--- src/rtl/tcf_pkg.sv ---
`default_nettype none
// ----------------------------------------------------------------------------
// tcf_pkg
// Shared types, register codes, reset values and the CORDIC arctangent table
// of the tilt complementary filter.
// ----------------------------------------------------------------------------
package tcf_pkg;

	// payload types
	typedef logic signed [15:0] sample_t;
	typedef logic signed [15:0] roll_t;
	typedef logic signed [14:0] pitch_t;
	typedef logic signed [15:0] fused_t;

	// default parameter values
	localparam int CORDIC_STEPS_DEF    = 16;
	localparam int ANGLE_FRAC_BITS_DEF = 7;

	// configuration port
	localparam int ADDR_W    = 4;
	localparam int DATA_W    = 32;
	localparam int REG_SEL_W = 2;

	typedef enum logic [REG_SEL_W-1:0] {
		REG_BLEND_WEIGHT = 2'd0,
		REG_TIME_STEP    = 2'd1,
		REG_GYRO_GAIN    = 2'd2
	} reg_idx_t;

	localparam logic [15:0] BLEND_WEIGHT_RST = 16'd52429;
	localparam logic [15:0] TIME_STEP_RST    = 16'd760;
	localparam logic [23:0] GYRO_GAIN_RST    = 24'd65536;

	// arithmetic constants
	localparam int ANGLE_180_Q16 = 180 * 65536;
	localparam int SQRT_STEPS    = 32;
	localparam int MUL_A_W       = 18;
	localparam int MUL_B_W       = 25;
	localparam int ATAN_IDX_W    = 5;
	localparam int ATAN_W        = 22;

	// sequencer states
	typedef enum logic [4:0] {
		ST_IDLE,
		ST_SQ_Y,
		ST_SQ_Z,
		ST_SQ_ADD,
		ST_ROOT,
		ST_PITCH_INIT,
		ST_PITCH,
		ST_GAIN,
		ST_RATE_LO,
		ST_RATE_HI,
		ST_RATE_SUM,
		ST_PRED,
		ST_W_LO,
		ST_W_HI,
		ST_W_PITCH,
		ST_PITCH_ADD,
		ST_OUT
	} state_t;

	// atan(2^-i) in degrees, Q16
	function automatic logic [ATAN_W-1:0] atan_q16(input logic [ATAN_IDX_W-1:0] idx);
		logic [ATAN_W-1:0] v;
		unique case (idx)
			5'd0:  v = 22'd2949120;
			5'd1:  v = 22'd1740967;
			5'd2:  v = 22'd919879;
			5'd3:  v = 22'd466945;
			5'd4:  v = 22'd234379;
			5'd5:  v = 22'd117304;
			5'd6:  v = 22'd58666;
			5'd7:  v = 22'd29335;
			5'd8:  v = 22'd14668;
			5'd9:  v = 22'd7334;
			5'd10: v = 22'd3667;
			5'd11: v = 22'd1833;
			5'd12: v = 22'd917;
			5'd13: v = 22'd458;
			5'd14: v = 22'd229;
			5'd15: v = 22'd115;
			5'd16: v = 22'd57;
			5'd17: v = 22'd29;
			5'd18: v = 22'd14;
			5'd19: v = 22'd7;
			5'd20: v = 22'd4;
			5'd21: v = 22'd2;
			5'd22: v = 22'd1;
			default: v = 22'd0;
		endcase
		return v;
	endfunction

endpackage
`default_nettype wire

--- src/rtl/tcf_in_if.sv ---
`default_nettype none
// ----------------------------------------------------------------------------
// tcf_in_if
// Valid/ready channel carrying one raw inertial sample.
// ----------------------------------------------------------------------------
interface tcf_in_if;
	logic             valid;
	logic             ready;
	tcf_pkg::sample_t accel_x;
	tcf_pkg::sample_t accel_y;
	tcf_pkg::sample_t accel_z;
	tcf_pkg::sample_t turn_rate;

	modport source (output valid, output accel_x, output accel_y, output accel_z,
		output turn_rate, input ready);
	modport sink (input valid, input accel_x, input accel_y, input accel_z,
		input turn_rate, output ready);
endinterface
`default_nettype wire

--- src/rtl/tcf_out_if.sv ---
`default_nettype none
// ----------------------------------------------------------------------------
// tcf_out_if
// Valid/ready channel carrying roll, pitch and the filtered angle.
// ----------------------------------------------------------------------------
interface tcf_out_if;
	logic            valid;
	logic            ready;
	tcf_pkg::roll_t  roll_angle;
	tcf_pkg::pitch_t pitch_angle;
	tcf_pkg::fused_t fused_angle;

	modport source (output valid, output roll_angle, output pitch_angle,
		output fused_angle, input ready);
	modport sink (input valid, input roll_angle, input pitch_angle,
		input fused_angle, output ready);
endinterface
`default_nettype wire

--- src/rtl/tilt_complementary_filter.sv ---
`default_nettype none
// ----------------------------------------------------------------------------
// tilt_complementary_filter
// Roll and pitch from the accelerometer by a vectoring CORDIC, pitch fused
// with the integrated gyro rate by a complementary filter.
//
//   channel   dir  transaction                     payload
//   sample    in   valid && ready                  accel_x/y/z, turn_rate
//   angles    out  valid && ready                  roll, pitch, fused angle
//   apb       in   psel && penable && pwrite       blend_weight, time_step,
//                                                  gyro_gain at 0x0/0x4/0x8
//
// The 32-step square-root recurrence and the pitch CORDIC that waits on its
// result set the time from one acceptance to the earliest next one; the roll
// CORDIC runs beside the root. A zero accel_x skips the pitch micro-rotations.
// The result sits in an output register, so a new sample is taken while it
// waits; only the final write stalls on a full output register.
// Reset is asynchronous, no clearing pass is needed.
// ----------------------------------------------------------------------------
module tilt_complementary_filter #(
	parameter int CORDIC_STEPS    = tcf_pkg::CORDIC_STEPS_DEF,
	parameter int ANGLE_FRAC_BITS = tcf_pkg::ANGLE_FRAC_BITS_DEF
) (
	input  wire logic                       clk,
	input  wire logic                       arst_n,
	input  wire logic                       psel,
	input  wire logic                       penable,
	input  wire logic                       pwrite,
	input  wire logic [tcf_pkg::ADDR_W-1:0] paddr,
	input  wire logic [tcf_pkg::DATA_W-1:0] pwdata,
	output logic      [tcf_pkg::DATA_W-1:0] prdata,
	output logic                            pready,
	tcf_in_if.sink                          sample,
	tcf_out_if.source                       angles
);

	// derived widths and constants
	localparam int XY_W      = 36;
	localparam int Z_W       = 27;
	localparam int CNT_W     = $clog2(CORDIC_STEPS + 1);
	localparam int STEP_W    = $clog2(tcf_pkg::SQRT_STEPS);
	localparam int REM_W     = 36;
	localparam int PROD_W    = tcf_pkg::MUL_A_W + tcf_pkg::MUL_B_W;
	localparam int LSB_SHIFT = 16 - ANGLE_FRAC_BITS;
	localparam int LSB_RND   = 1 << (LSB_SHIFT - 1);
	localparam int SUM_W     = 42 + ANGLE_FRAC_BITS;
	localparam int ACC_W     = SUM_W + 17;
	localparam int RES_W     = ACC_W - 32;

	localparam logic signed [Z_W-1:0]   Z_180     = Z_W'(tcf_pkg::ANGLE_180_Q16);
	localparam logic signed [15:0]      ROLL_LIM  = 16'(180 << ANGLE_FRAC_BITS);
	localparam logic signed [15:0]      PITCH_LIM = 16'(90 << ANGLE_FRAC_BITS);
	localparam logic signed [ACC_W-1:0] ACC_RND   = {{(ACC_W-32){1'b0}}, 1'b1, 31'd0};
	localparam logic signed [RES_W-1:0] RES_MAX   = RES_W'(32'sd32767);
	localparam logic signed [RES_W-1:0] RES_MIN   = RES_W'(-32'sd32768);

	// round a Q16 angle to the output lsb and clamp it
	function automatic logic signed [15:0] to_lsb(input logic signed [Z_W-1:0] z,
		input logic signed [15:0] lim);
		logic signed [Z_W:0] r;
		r = ((Z_W+1)'(z) + (Z_W+1)'(LSB_RND)) >>> LSB_SHIFT;
		if (r > lim)
			r = (Z_W+1)'(lim);
		if (r < -lim)
			r = -(Z_W+1)'(lim);
		return 16'(r);
	endfunction

	tcf_pkg::state_t state_q, state_d;

	logic sample_ready;
	logic sample_fire;
	logic out_load;

	// configuration registers
	logic [15:0] blend_weight_q;
	logic [15:0] time_step_q;
	logic [23:0] gyro_gain_q;
	logic [tcf_pkg::REG_SEL_W-1:0] reg_sel;
	logic cfg_write;

	// captured sample
	tcf_pkg::sample_t ax_q, ay_q, az_q, rate_q;

	// shared multiplier and accumulator
	logic signed [tcf_pkg::MUL_A_W-1:0] mul_a;
	logic signed [tcf_pkg::MUL_B_W-1:0] mul_b;
	logic signed [PROD_W-1:0]           prod_s1;
	logic signed [ACC_W-1:0]            acc_q;
	logic [15:0]                        ph_q;
	logic [17:0]                        inv_w;

	// square root
	logic [31:0]       sq_src_q;
	logic [REM_W-1:0]  sq_rem_q;
	logic [31:0]       sq_root_q;
	logic [STEP_W-1:0] step_q;
	logic [31:0]       sq_sum;
	logic [REM_W-1:0]  rem_sh;
	logic [REM_W-1:0]  trial;
	logic              rem_ge;

	// cordic
	logic signed [XY_W-1:0] cx_q, cy_q;
	logic signed [Z_W-1:0]  cz_q;
	logic [CNT_W-1:0]       ccnt_q;
	logic                   cordic_load;
	logic                   cordic_run;
	logic signed [XY_W-1:0] ld_x, ld_y, ld_xs, ld_ys;
	logic signed [Z_W-1:0]  ld_z;
	logic                   ld_hold;
	logic signed [XY_W-1:0] x_shift, y_shift;
	logic signed [Z_W-1:0]  at_step;

	// results
	tcf_pkg::roll_t  roll_q;
	tcf_pkg::pitch_t pitch_q;
	tcf_pkg::fused_t filt_q;
	tcf_pkg::fused_t fused_sat;
	logic signed [ACC_W-1:0] acc_rnd;
	logic signed [RES_W-1:0] res_wide;
	logic out_valid_q;
	tcf_pkg::roll_t  out_roll_q;
	tcf_pkg::pitch_t out_pitch_q;
	tcf_pkg::fused_t out_fused_q;

	// apb register file
	assign pready    = 1'b1;
	assign reg_sel   = paddr[tcf_pkg::ADDR_W-1:2];
	assign cfg_write = psel && penable && pwrite;

	always_ff @(posedge clk or negedge arst_n) begin
		if (!arst_n) begin
			blend_weight_q <= tcf_pkg::BLEND_WEIGHT_RST;
			time_step_q    <= tcf_pkg::TIME_STEP_RST;
			gyro_gain_q    <= tcf_pkg::GYRO_GAIN_RST;
		end else if (cfg_write) begin
			unique case (reg_sel)
				tcf_pkg::REG_BLEND_WEIGHT: blend_weight_q <= pwdata[15:0];
				tcf_pkg::REG_TIME_STEP:    time_step_q    <= pwdata[15:0];
				tcf_pkg::REG_GYRO_GAIN:    gyro_gain_q    <= pwdata[23:0];
				default: ;
			endcase
		end
	end

	always_comb begin
		unique case (reg_sel)
			tcf_pkg::REG_BLEND_WEIGHT: prdata = {16'd0, blend_weight_q};
			tcf_pkg::REG_TIME_STEP:    prdata = {16'd0, time_step_q};
			tcf_pkg::REG_GYRO_GAIN:    prdata = {8'd0, gyro_gain_q};
			default:                   prdata = '0;
		endcase
	end

	// sequencer
	always_ff @(posedge clk or negedge arst_n) begin
		if (!arst_n)
			state_q <= tcf_pkg::ST_IDLE;
		else
			state_q <= state_d;
	end

	always_comb begin
		state_d      = state_q;
		sample_ready = 1'b0;
		out_load     = 1'b0;
		unique case (state_q)
			tcf_pkg::ST_IDLE: begin
				sample_ready = 1'b1;
				if (sample.valid)
					state_d = tcf_pkg::ST_SQ_Y;
			end
			tcf_pkg::ST_SQ_Y:       state_d = tcf_pkg::ST_SQ_Z;
			tcf_pkg::ST_SQ_Z:       state_d = tcf_pkg::ST_SQ_ADD;
			tcf_pkg::ST_SQ_ADD:     state_d = tcf_pkg::ST_ROOT;
			tcf_pkg::ST_ROOT: begin
				if (step_q == STEP_W'(tcf_pkg::SQRT_STEPS - 1))
					state_d = tcf_pkg::ST_PITCH_INIT;
			end
			tcf_pkg::ST_PITCH_INIT: state_d = tcf_pkg::ST_PITCH;
			tcf_pkg::ST_PITCH: begin
				if (!cordic_run)
					state_d = tcf_pkg::ST_GAIN;
			end
			tcf_pkg::ST_GAIN:       state_d = tcf_pkg::ST_RATE_LO;
			tcf_pkg::ST_RATE_LO:    state_d = tcf_pkg::ST_RATE_HI;
			tcf_pkg::ST_RATE_HI:    state_d = tcf_pkg::ST_RATE_SUM;
			tcf_pkg::ST_RATE_SUM:   state_d = tcf_pkg::ST_PRED;
			tcf_pkg::ST_PRED:       state_d = tcf_pkg::ST_W_LO;
			tcf_pkg::ST_W_LO:       state_d = tcf_pkg::ST_W_HI;
			tcf_pkg::ST_W_HI:       state_d = tcf_pkg::ST_W_PITCH;
			tcf_pkg::ST_W_PITCH:    state_d = tcf_pkg::ST_PITCH_ADD;
			tcf_pkg::ST_PITCH_ADD:  state_d = tcf_pkg::ST_OUT;
			tcf_pkg::ST_OUT: begin
				if (!out_valid_q || angles.ready) begin
					out_load = 1'b1;
					state_d  = tcf_pkg::ST_IDLE;
				end
			end
			default: state_d = tcf_pkg::ST_IDLE;
		endcase
	end

	assign sample.ready = sample_ready;
	assign sample_fire  = sample.valid && sample_ready;

	// multiplier operand select
	assign inv_w = 18'h10000 - {2'b00, blend_weight_q};

	always_comb begin
		mul_a = '0;
		mul_b = '0;
		unique case (state_q)
			tcf_pkg::ST_SQ_Y: begin
				mul_a = tcf_pkg::MUL_A_W'(ay_q);
				mul_b = tcf_pkg::MUL_B_W'(ay_q);
			end
			tcf_pkg::ST_SQ_Z: begin
				mul_a = tcf_pkg::MUL_A_W'(az_q);
				mul_b = tcf_pkg::MUL_B_W'(az_q);
			end
			tcf_pkg::ST_GAIN: begin
				mul_a = {2'b00, time_step_q};
				mul_b = {1'b0, gyro_gain_q};
			end
			tcf_pkg::ST_RATE_LO: begin
				mul_a = tcf_pkg::MUL_A_W'(rate_q);
				mul_b = {1'b0, prod_s1[23:0]};
			end
			tcf_pkg::ST_RATE_HI: begin
				mul_a = tcf_pkg::MUL_A_W'(rate_q);
				mul_b = {9'd0, ph_q};
			end
			tcf_pkg::ST_W_LO: begin
				mul_a = {2'b00, blend_weight_q};
				mul_b = {1'b0, acc_q[23:0]};
			end
			tcf_pkg::ST_W_HI: begin
				mul_a = {2'b00, blend_weight_q};
				mul_b = tcf_pkg::MUL_B_W'(signed'(acc_q[SUM_W-1:24]));
			end
			tcf_pkg::ST_W_PITCH: begin
				mul_a = inv_w;
				mul_b = tcf_pkg::MUL_B_W'(pitch_q);
			end
			default: ;
		endcase
	end

	// square-root digit step, two radicand bits per cycle
	assign sq_sum = acc_q[31:0] + prod_s1[31:0];
	assign rem_sh = {sq_rem_q[REM_W-3:0], sq_src_q[31:30]};
	assign trial  = REM_W'({sq_root_q, 2'b01});
	assign rem_ge = (rem_sh >= trial);

	always_ff @(posedge clk or negedge arst_n) begin
		if (!arst_n)
			step_q <= '0;
		else if (state_q == tcf_pkg::ST_SQ_ADD)
			step_q <= '0;
		else if (state_q == tcf_pkg::ST_ROOT)
			step_q <= step_q + 1'b1;
	end

	// datapath registers
	always_ff @(posedge clk) begin
		prod_s1 <= mul_a * mul_b;
		if (sample_fire) begin
			ax_q   <= sample.accel_x;
			ay_q   <= sample.accel_y;
			az_q   <= sample.accel_z;
			rate_q <= sample.turn_rate;
		end
		unique case (state_q)
			tcf_pkg::ST_SQ_Z: acc_q <= ACC_W'(prod_s1);
			tcf_pkg::ST_SQ_ADD: begin
				sq_src_q  <= sq_sum;
				sq_rem_q  <= '0;
				sq_root_q <= '0;
			end
			tcf_pkg::ST_ROOT: begin
				sq_src_q <= {sq_src_q[29:0], 2'b00};
				if (rem_ge) begin
					sq_rem_q  <= rem_sh - trial;
					sq_root_q <= {sq_root_q[30:0], 1'b1};
				end else begin
					sq_rem_q  <= rem_sh;
					sq_root_q <= {sq_root_q[30:0], 1'b0};
				end
			end
			tcf_pkg::ST_PITCH_INIT: roll_q  <= to_lsb(cz_q, ROLL_LIM);
			tcf_pkg::ST_GAIN:       pitch_q <= 15'(to_lsb(cz_q, PITCH_LIM));
			tcf_pkg::ST_RATE_LO:    ph_q    <= prod_s1[39:24];
			tcf_pkg::ST_RATE_HI:    acc_q   <= ACC_W'(prod_s1);
			tcf_pkg::ST_RATE_SUM:   acc_q   <= acc_q + (ACC_W'(prod_s1) <<< 24);
			// gyro prediction: stored angle plus truncated increment
			tcf_pkg::ST_PRED:
				acc_q <= (ACC_W'(filt_q) <<< 16) + (acc_q >>> LSB_SHIFT);
			tcf_pkg::ST_W_HI:       acc_q   <= ACC_W'(prod_s1);
			tcf_pkg::ST_W_PITCH:    acc_q   <= acc_q + (ACC_W'(prod_s1) <<< 24);
			tcf_pkg::ST_PITCH_ADD:  acc_q   <= acc_q + (ACC_W'(prod_s1) <<< 16);
			default: ;
		endcase
	end

	// cordic start vector: zero numerator and left half-plane folding
	assign cordic_load = sample_fire || (state_q == tcf_pkg::ST_PITCH_INIT);
	assign cordic_run  = (ccnt_q != CNT_W'(CORDIC_STEPS));

	always_comb begin
		if (state_q == tcf_pkg::ST_IDLE) begin
			ld_y = XY_W'(sample.accel_y) <<< 16;
			ld_x = XY_W'(sample.accel_z) <<< 16;
		end else begin
			ld_y = -(XY_W'(ax_q) <<< 16);
			ld_x = XY_W'(sq_root_q);
		end
		ld_xs   = ld_x;
		ld_ys   = ld_y;
		ld_z    = '0;
		ld_hold = 1'b0;
		if (ld_y == '0) begin
			ld_hold = 1'b1;
			if (ld_x[XY_W-1])
				ld_z = Z_180;
		end else if (ld_x[XY_W-1]) begin
			ld_z  = ld_y[XY_W-1] ? -Z_180 : Z_180;
			ld_xs = -ld_x;
			ld_ys = -ld_y;
		end
	end

	// one micro-rotation per cycle
	assign x_shift = cx_q >>> ccnt_q;
	assign y_shift = cy_q >>> ccnt_q;
	assign at_step = signed'(Z_W'(tcf_pkg::atan_q16(tcf_pkg::ATAN_IDX_W'(ccnt_q))));

	always_ff @(posedge clk or negedge arst_n) begin
		if (!arst_n)
			ccnt_q <= CNT_W'(CORDIC_STEPS);
		else if (cordic_load)
			ccnt_q <= ld_hold ? CNT_W'(CORDIC_STEPS) : '0;
		else if (cordic_run)
			ccnt_q <= ccnt_q + 1'b1;
	end

	always_ff @(posedge clk) begin
		if (cordic_load) begin
			cx_q <= ld_xs;
			cy_q <= ld_ys;
			cz_q <= ld_z;
		end else if (cordic_run) begin
			if (!cy_q[XY_W-1]) begin
				cx_q <= cx_q + y_shift;
				cy_q <= cy_q - x_shift;
				cz_q <= cz_q + at_step;
			end else begin
				cx_q <= cx_q - y_shift;
				cy_q <= cy_q + x_shift;
				cz_q <= cz_q - at_step;
			end
		end
	end

	// blend rounding and saturation
	assign acc_rnd  = acc_q + ACC_RND;
	assign res_wide = signed'(acc_rnd[ACC_W-1:32]);

	always_comb begin
		if (res_wide > RES_MAX)
			fused_sat = 16'sh7fff;
		else if (res_wide < RES_MIN)
			fused_sat = 16'sh8000;
		else
			fused_sat = 16'(res_wide);
	end

	// filter state and output register
	always_ff @(posedge clk or negedge arst_n) begin
		if (!arst_n) begin
			filt_q      <= '0;
			out_valid_q <= 1'b0;
		end else begin
			if (out_load) begin
				filt_q      <= fused_sat;
				out_valid_q <= 1'b1;
			end else if (angles.ready) begin
				out_valid_q <= 1'b0;
			end
		end
	end

	always_ff @(posedge clk) begin
		if (out_load) begin
			out_roll_q  <= roll_q;
			out_pitch_q <= pitch_q;
			out_fused_q <= fused_sat;
		end
	end

	assign angles.valid       = out_valid_q;
	assign angles.roll_angle  = out_roll_q;
	assign angles.pitch_angle = out_pitch_q;
	assign angles.fused_angle = out_fused_q;

endmodule
`default_nettype wire
--- src/flat_wrapper.sv ---
// flat-port wrapper written by rule: the top's interface ports become plain ports
module tilt_complementary_filter_flat 
#(
	parameter int CORDIC_STEPS    = tcf_pkg::CORDIC_STEPS_DEF,
	parameter int ANGLE_FRAC_BITS = tcf_pkg::ANGLE_FRAC_BITS_DEF
)
  (clk, arst_n, psel, penable, pwrite, paddr, pwdata, prdata, pready, sample_valid, sample_accel_x, sample_accel_y, sample_accel_z, sample_turn_rate, sample_ready, angles_valid, angles_roll_angle, angles_pitch_angle, angles_fused_angle, angles_ready);
  tcf_in_if sample_i ();
  tcf_out_if angles_i ();
  input  wire logic clk;
  input  wire logic arst_n;
  input  wire logic psel;
  input  wire logic penable;
  input  wire logic pwrite;
  input  wire logic [tcf_pkg::ADDR_W-1:0] paddr;
  input  wire logic [tcf_pkg::DATA_W-1:0] pwdata;
  output logic      [tcf_pkg::DATA_W-1:0] prdata;
  output logic pready;
  input wire logic [$bits(sample_i.valid)-1:0] sample_valid;
  input wire logic [$bits(sample_i.accel_x)-1:0] sample_accel_x;
  input wire logic [$bits(sample_i.accel_y)-1:0] sample_accel_y;
  input wire logic [$bits(sample_i.accel_z)-1:0] sample_accel_z;
  input wire logic [$bits(sample_i.turn_rate)-1:0] sample_turn_rate;
  output wire logic [$bits(sample_i.ready)-1:0] sample_ready;
  output wire logic [$bits(angles_i.valid)-1:0] angles_valid;
  output wire logic [$bits(angles_i.roll_angle)-1:0] angles_roll_angle;
  output wire logic [$bits(angles_i.pitch_angle)-1:0] angles_pitch_angle;
  output wire logic [$bits(angles_i.fused_angle)-1:0] angles_fused_angle;
  input wire logic [$bits(angles_i.ready)-1:0] angles_ready;
  assign sample_i.valid = sample_valid;
  assign sample_i.accel_x = sample_accel_x;
  assign sample_i.accel_y = sample_accel_y;
  assign sample_i.accel_z = sample_accel_z;
  assign sample_i.turn_rate = sample_turn_rate;
  assign sample_ready = sample_i.ready;
  assign angles_valid = angles_i.valid;
  assign angles_roll_angle = angles_i.roll_angle;
  assign angles_pitch_angle = angles_i.pitch_angle;
  assign angles_fused_angle = angles_i.fused_angle;
  assign angles_i.ready = angles_ready;
  tilt_complementary_filter #(.CORDIC_STEPS(CORDIC_STEPS), .ANGLE_FRAC_BITS(ANGLE_FRAC_BITS)) u_core (.clk(clk), .arst_n(arst_n), .psel(psel), .penable(penable), .pwrite(pwrite), .paddr(paddr), .pwdata(pwdata), .prdata(prdata), .pready(pready), .sample(sample_i), .angles(angles_i));
endmodule
--- config.mk ---
export PLATFORM = sky130hd
export DESIGN_NAME = tilt_complementary_filter_flat
export DESIGN_NICKNAME = d
export VERILOG_FILES = /design/src/rtl/tcf_pkg.sv /design/src/rtl/tcf_in_if.sv /design/src/rtl/tcf_out_if.sv /design/src/rtl/tilt_complementary_filter.sv /design/src/flat_wrapper.sv
export SDC_FILE = /design/constraint.sdc
export NUM_CORES = 2
export LEC_CHECK = 0
export BUFFER_PORTS_ARGS = -buffer_cell sky130_fd_sc_hd__buf_2
export CORE_MARGIN = 1
export CORE_UTILIZATION = 65
export CTS_CLUSTER_SIZE = 30
export DETAILED_ROUTE_END_ITERATION = 12
export PLACE_DENSITY = 0.92
export SLEW_MARGIN = 20
export SYNTH_ARGS = -nofsm -noshare
export SYNTH_HDL_FRONTEND = slang
export SYNTH_SLANG_ARGS = --single-unit
--- constraint.sdc ---
create_clock -name clk -period 20.9 [get_ports clk]
set_input_delay 3.135 -clock clk [delete_from_list [all_inputs] [get_ports clk]]
set_output_delay 3.135 -clock clk [all_outputs]
set_load 0.005 [all_outputs]
==> impl_metrics.toml <==
[global_route]
global_route_wire_length_before_repair_um = 329000
grt_antenna_before_repair = 10
global_route.usage.total = 0.446
number_of_global_route_vias_before_repair = 55900
largest_net_degree_at_the_start_of_global_routing = 99
grt_remaining_overflow = 0

[drt]
wl_per_cell_um = 26.5
detail_route.drc_violations = 0
routed_wl_um = 218000
topRoutingLayerUsed = "met5"
vias = 57000
met3_length_um = 30500
detail-route-antenna-nets = 0
drt_pass1_iterations = 10
via_per_inst = 6.92
met2_length_um = 93300
wirelength_met1_um = 73600
initialDrtViolationCount = 8427

[sta]
timing.setup.tns_ns = 0
rsz0062_at_grt = "false"
finalCritPeriodShare = 0.532
whs_ns = 0.419
slew_headroom = 0.160
total_of_endpoints_with_negative_setup_slack_in_the_final_report = 0
highest_clock_rate_ghz = 0.0899
worst_slack_ns = 9.77
tightestPinTransition_ns = 1.25
slew_viol_final = 0
finalCriticalPeriod_ns = 11.13
hold_viol_final = 0
final.setup_skew_ns = 0.0333

[worst_setup_path]
worst_r2r_endpoint = "u_core.prod_s1[42]$_DFF_P_"
cp-startpoint = "u_core.state_q[4]$_DFFE_PN0P_"
worst-r2r-cell-count = 29
setup.worst_path.end = "u_core.prod_s1[42]$_DFF_P_"
crit_type = "register to register"
crit_family = "compound AO/OA/AOI/OAI gates"
path_common_cell = "fa_1"
cp_num_cells = 29
critical_path_buf_inv_count = 5
rr_startpoint = "u_core.state_q[4]$_DFFE_PN0P_"
crit_fanout = 19
end_kind = "register"
rrSetupSlack_ns = 9.77
max_stage_delay_ns = 0.83
worst_endpoint_required_time_ns = 21.38
critPathArrivalTime_ns = 11.61
timing.critical_path.slowest_stage_cell = "and3_1"
critical_path.startpoint_type = "register"

[synthesis]
synth_simple_gate_area_frac = 0.151
synth_enable_flop_cells = 421
postSynth.asyncResetShare = 0.159
synth_top_family_by_area = "adder cells"
yosys.area_share.adder = 0.228
postSynth.topFlopCell = "edfxtp_1"
seq_area_frac_synth = 0.253
synth-compound-area-share = 0.175
yosys_warnings = 0
yosys.area.top_type = "edfxtp_1"
ys_top_cells_by_count = "nand2_1, inv_1, nor2_1, fa_1, edfxtp_1"
synth_area_um2 = 62200
postSynthRegisterBits = 552
yosys-mux-area-fraction = 0.0666
post_synth_xor_area_fraction = 0.0653
ys_top_cells_by_area = "edfxtp_1, fa_1, ha_1"
netlist-cell-type-count = 104
synth.most_common_cell = "nand2_1"
post-synth-top-area-fraction = 0.203
post_synth_inst_count = 6860
post_synthesis_mean_instance_area_um2 = 9.07

[job]
cap_violations = 0

[place]
io_port_bufs = 169
post-dp-hpwl_um = 163000
globalplace.congestion = 1.09
worst_setup_slack_before_clock_tree_synthesis_ns = 10.19

[cts]
htree_levels = 3
clk_pin_slew_worst_paths_ns = 0.06
clockBufferDepth = 3
root_buffer_selected_by_cts = "clkbuf_16"
cts_hold_buf = 0
tritoncts.num_buffers = 67
cts_setup_buffers = 0
clock_latency_ns = 0.66
cts_resized = 0
tritoncts_num_sinks = 552
cts_tree = "done"

[layout]
fraction_of_final_layout_cells_sized_beyond_drive_strength_1 = 0.0940
area_growth_pct = 7.13
layout.nets = 7875

[die]
die_width_um = 311
die_area_um2 = 96900
placementRows = 113
io_pins = 189
die_h_um = 311
start_util = 0.656
core_um2 = 94900

[worst_hold_path]
hold_path_class = "register to register"

[run_status]
run_status = "finished clean"
-- layout make-up --
type / count / area [um2]
Timing Repair Buffer: 257 / 1510
Clock buffer: 79 / 1750
Clock inverter: 45 / 537
Multi-Input combinational cell: 5336 / 42900
Sequential cell: 552 / 15700
Tap cell: 1265 / 1580
Fill cell: 6709 / 28200
Inverter: 689 / 2590
Antenna cell: 6 / 15.0
-- how the worst min path moves through the flow --
stage / from / to / slack (ns) / cells past startpoint
after floorplan: u_core.roll_q[0]$_SDFFCE_PP0P_ / u_core.angles.roll_angle[0]$_DFFE_PP_ / 0.40 / 0
after detailed placement: u_core.roll_q[4]$_SDFFCE_PP0P_ / u_core.angles.roll_angle[4]$_DFFE_PP_ / 0.41 / 0
final: u_core.roll_q[4]$_SDFFCE_PP0P_ / u_core.angles.roll_angle[4]$_DFFE_PP_ / 0.42 / 0
after global placement: u_core.roll_q[8]$_SDFFCE_PP0P_ / u_core.angles.roll_angle[8]$_DFFE_PP_ / 0.41 / 0
after CTS: u_core.roll_q[4]$_SDFFCE_PP0P_ / u_core.angles.roll_angle[4]$_DFFE_PP_ / 0.42 / 0
after global routing: u_core.roll_q[4]$_SDFFCE_PP0P_ / u_core.angles.roll_angle[4]$_DFFE_PP_ / 0.42 / 0
-- sequential cells by signal (all words and copies together) (netlist names), 16 cells and up --
| register | flops |
|---|---|
| u_core.sq_rem_q | 34 |
| u_core.ph_q | 16 |
| u_core.rate_q | 16 |
| u_core.blend_weight_q | 16 |
| u_core.cy_q | 36 |
| u_core.filt_q | 16 |
| u_core.cz_q | 27 |
| u_core.angles.fused_angle | 16 |
| u_core.gyro_gain_q | 24 |
| u_core.acc_q | 66 |
| u_core.cx_q | 36 |
| u_core.sq_root_q | 32 |
| u_core.sq_src_q | 32 |
| u_core.time_step_q | 16 |
| u_core.az_q | 16 |
| u_core.roll_q | 16 |
| u_core.ay_q | 16 |
| u_core.prod_s1 | 43 |
| u_core.angles.roll_angle | 16 |
| u_core.ax_q | 16 |
-- per-layer routing --
layer | vias up | global-route usage
li1 | 24400 | -
met1 | 27000 | 0.538
met2 | 4350 | 0.669
met3 | 1236 | 0.135
met4 | 18 | 0.343
met5 | - | 0
-- cell families after synthesis --
group,count (synthesis)
flops,552
other cells,2
buf+inv,979
fa+ha+maj,865
simple gates,2055
xor+xnor,462
mux,294
compound gates,1651
-- worst register-to-register path, delay by kind of cell, from the launching register on --
kind / cells / cell delay, ns
xor gates and xnor gates: 1 / 0.32
DFF: 1 / 0.58
buffers and inverters: 5 / 0.28
adders and majority gates: 7 / 3.50
and+or+nand+nor: 5 / 2.42
AOI/OAI and AO/OA: 11 / 3.81
-- metrics by stage --
stage,area [um2],util,std cells
2_1_floorplan,62200,-,6867
3_3_place_gp,64300,0.678,8099
3_5_place_dp,64300,0.678,8099
4_1_cts,66600,0.702,8223
5_1_grt,66600,0.702,8225
6_report,66600,0.702,8229
-- cell usage in the layout, fill, tap and decap left out, types with 89 or more instances in the layout --
| cell | instances |
|---|---|
| inv_1 | 684 |
| mux2i_1 | 106 |
| mux2_2 | 101 |
| buf_2 | 168 |
| buf_4 | 89 |
| fa_1 | 448 |
| xnor2_1 | 253 |
| a21oi_1 | 419 |
| xor2_1 | 208 |
| edfxtp_1 | 421 |
| nand2_1 | 702 |
| o21ai_0 | 335 |
| nand3_1 | 137 |
| nor2_1 | 625 |
| nor3_1 | 94 |
| ha_1 | 417 |
| a21o_1 | 175 |
Power is left out: the tool's default activity adds up to more than one toggle a clock period on the data nets, which glitch-free logic cannot reach.
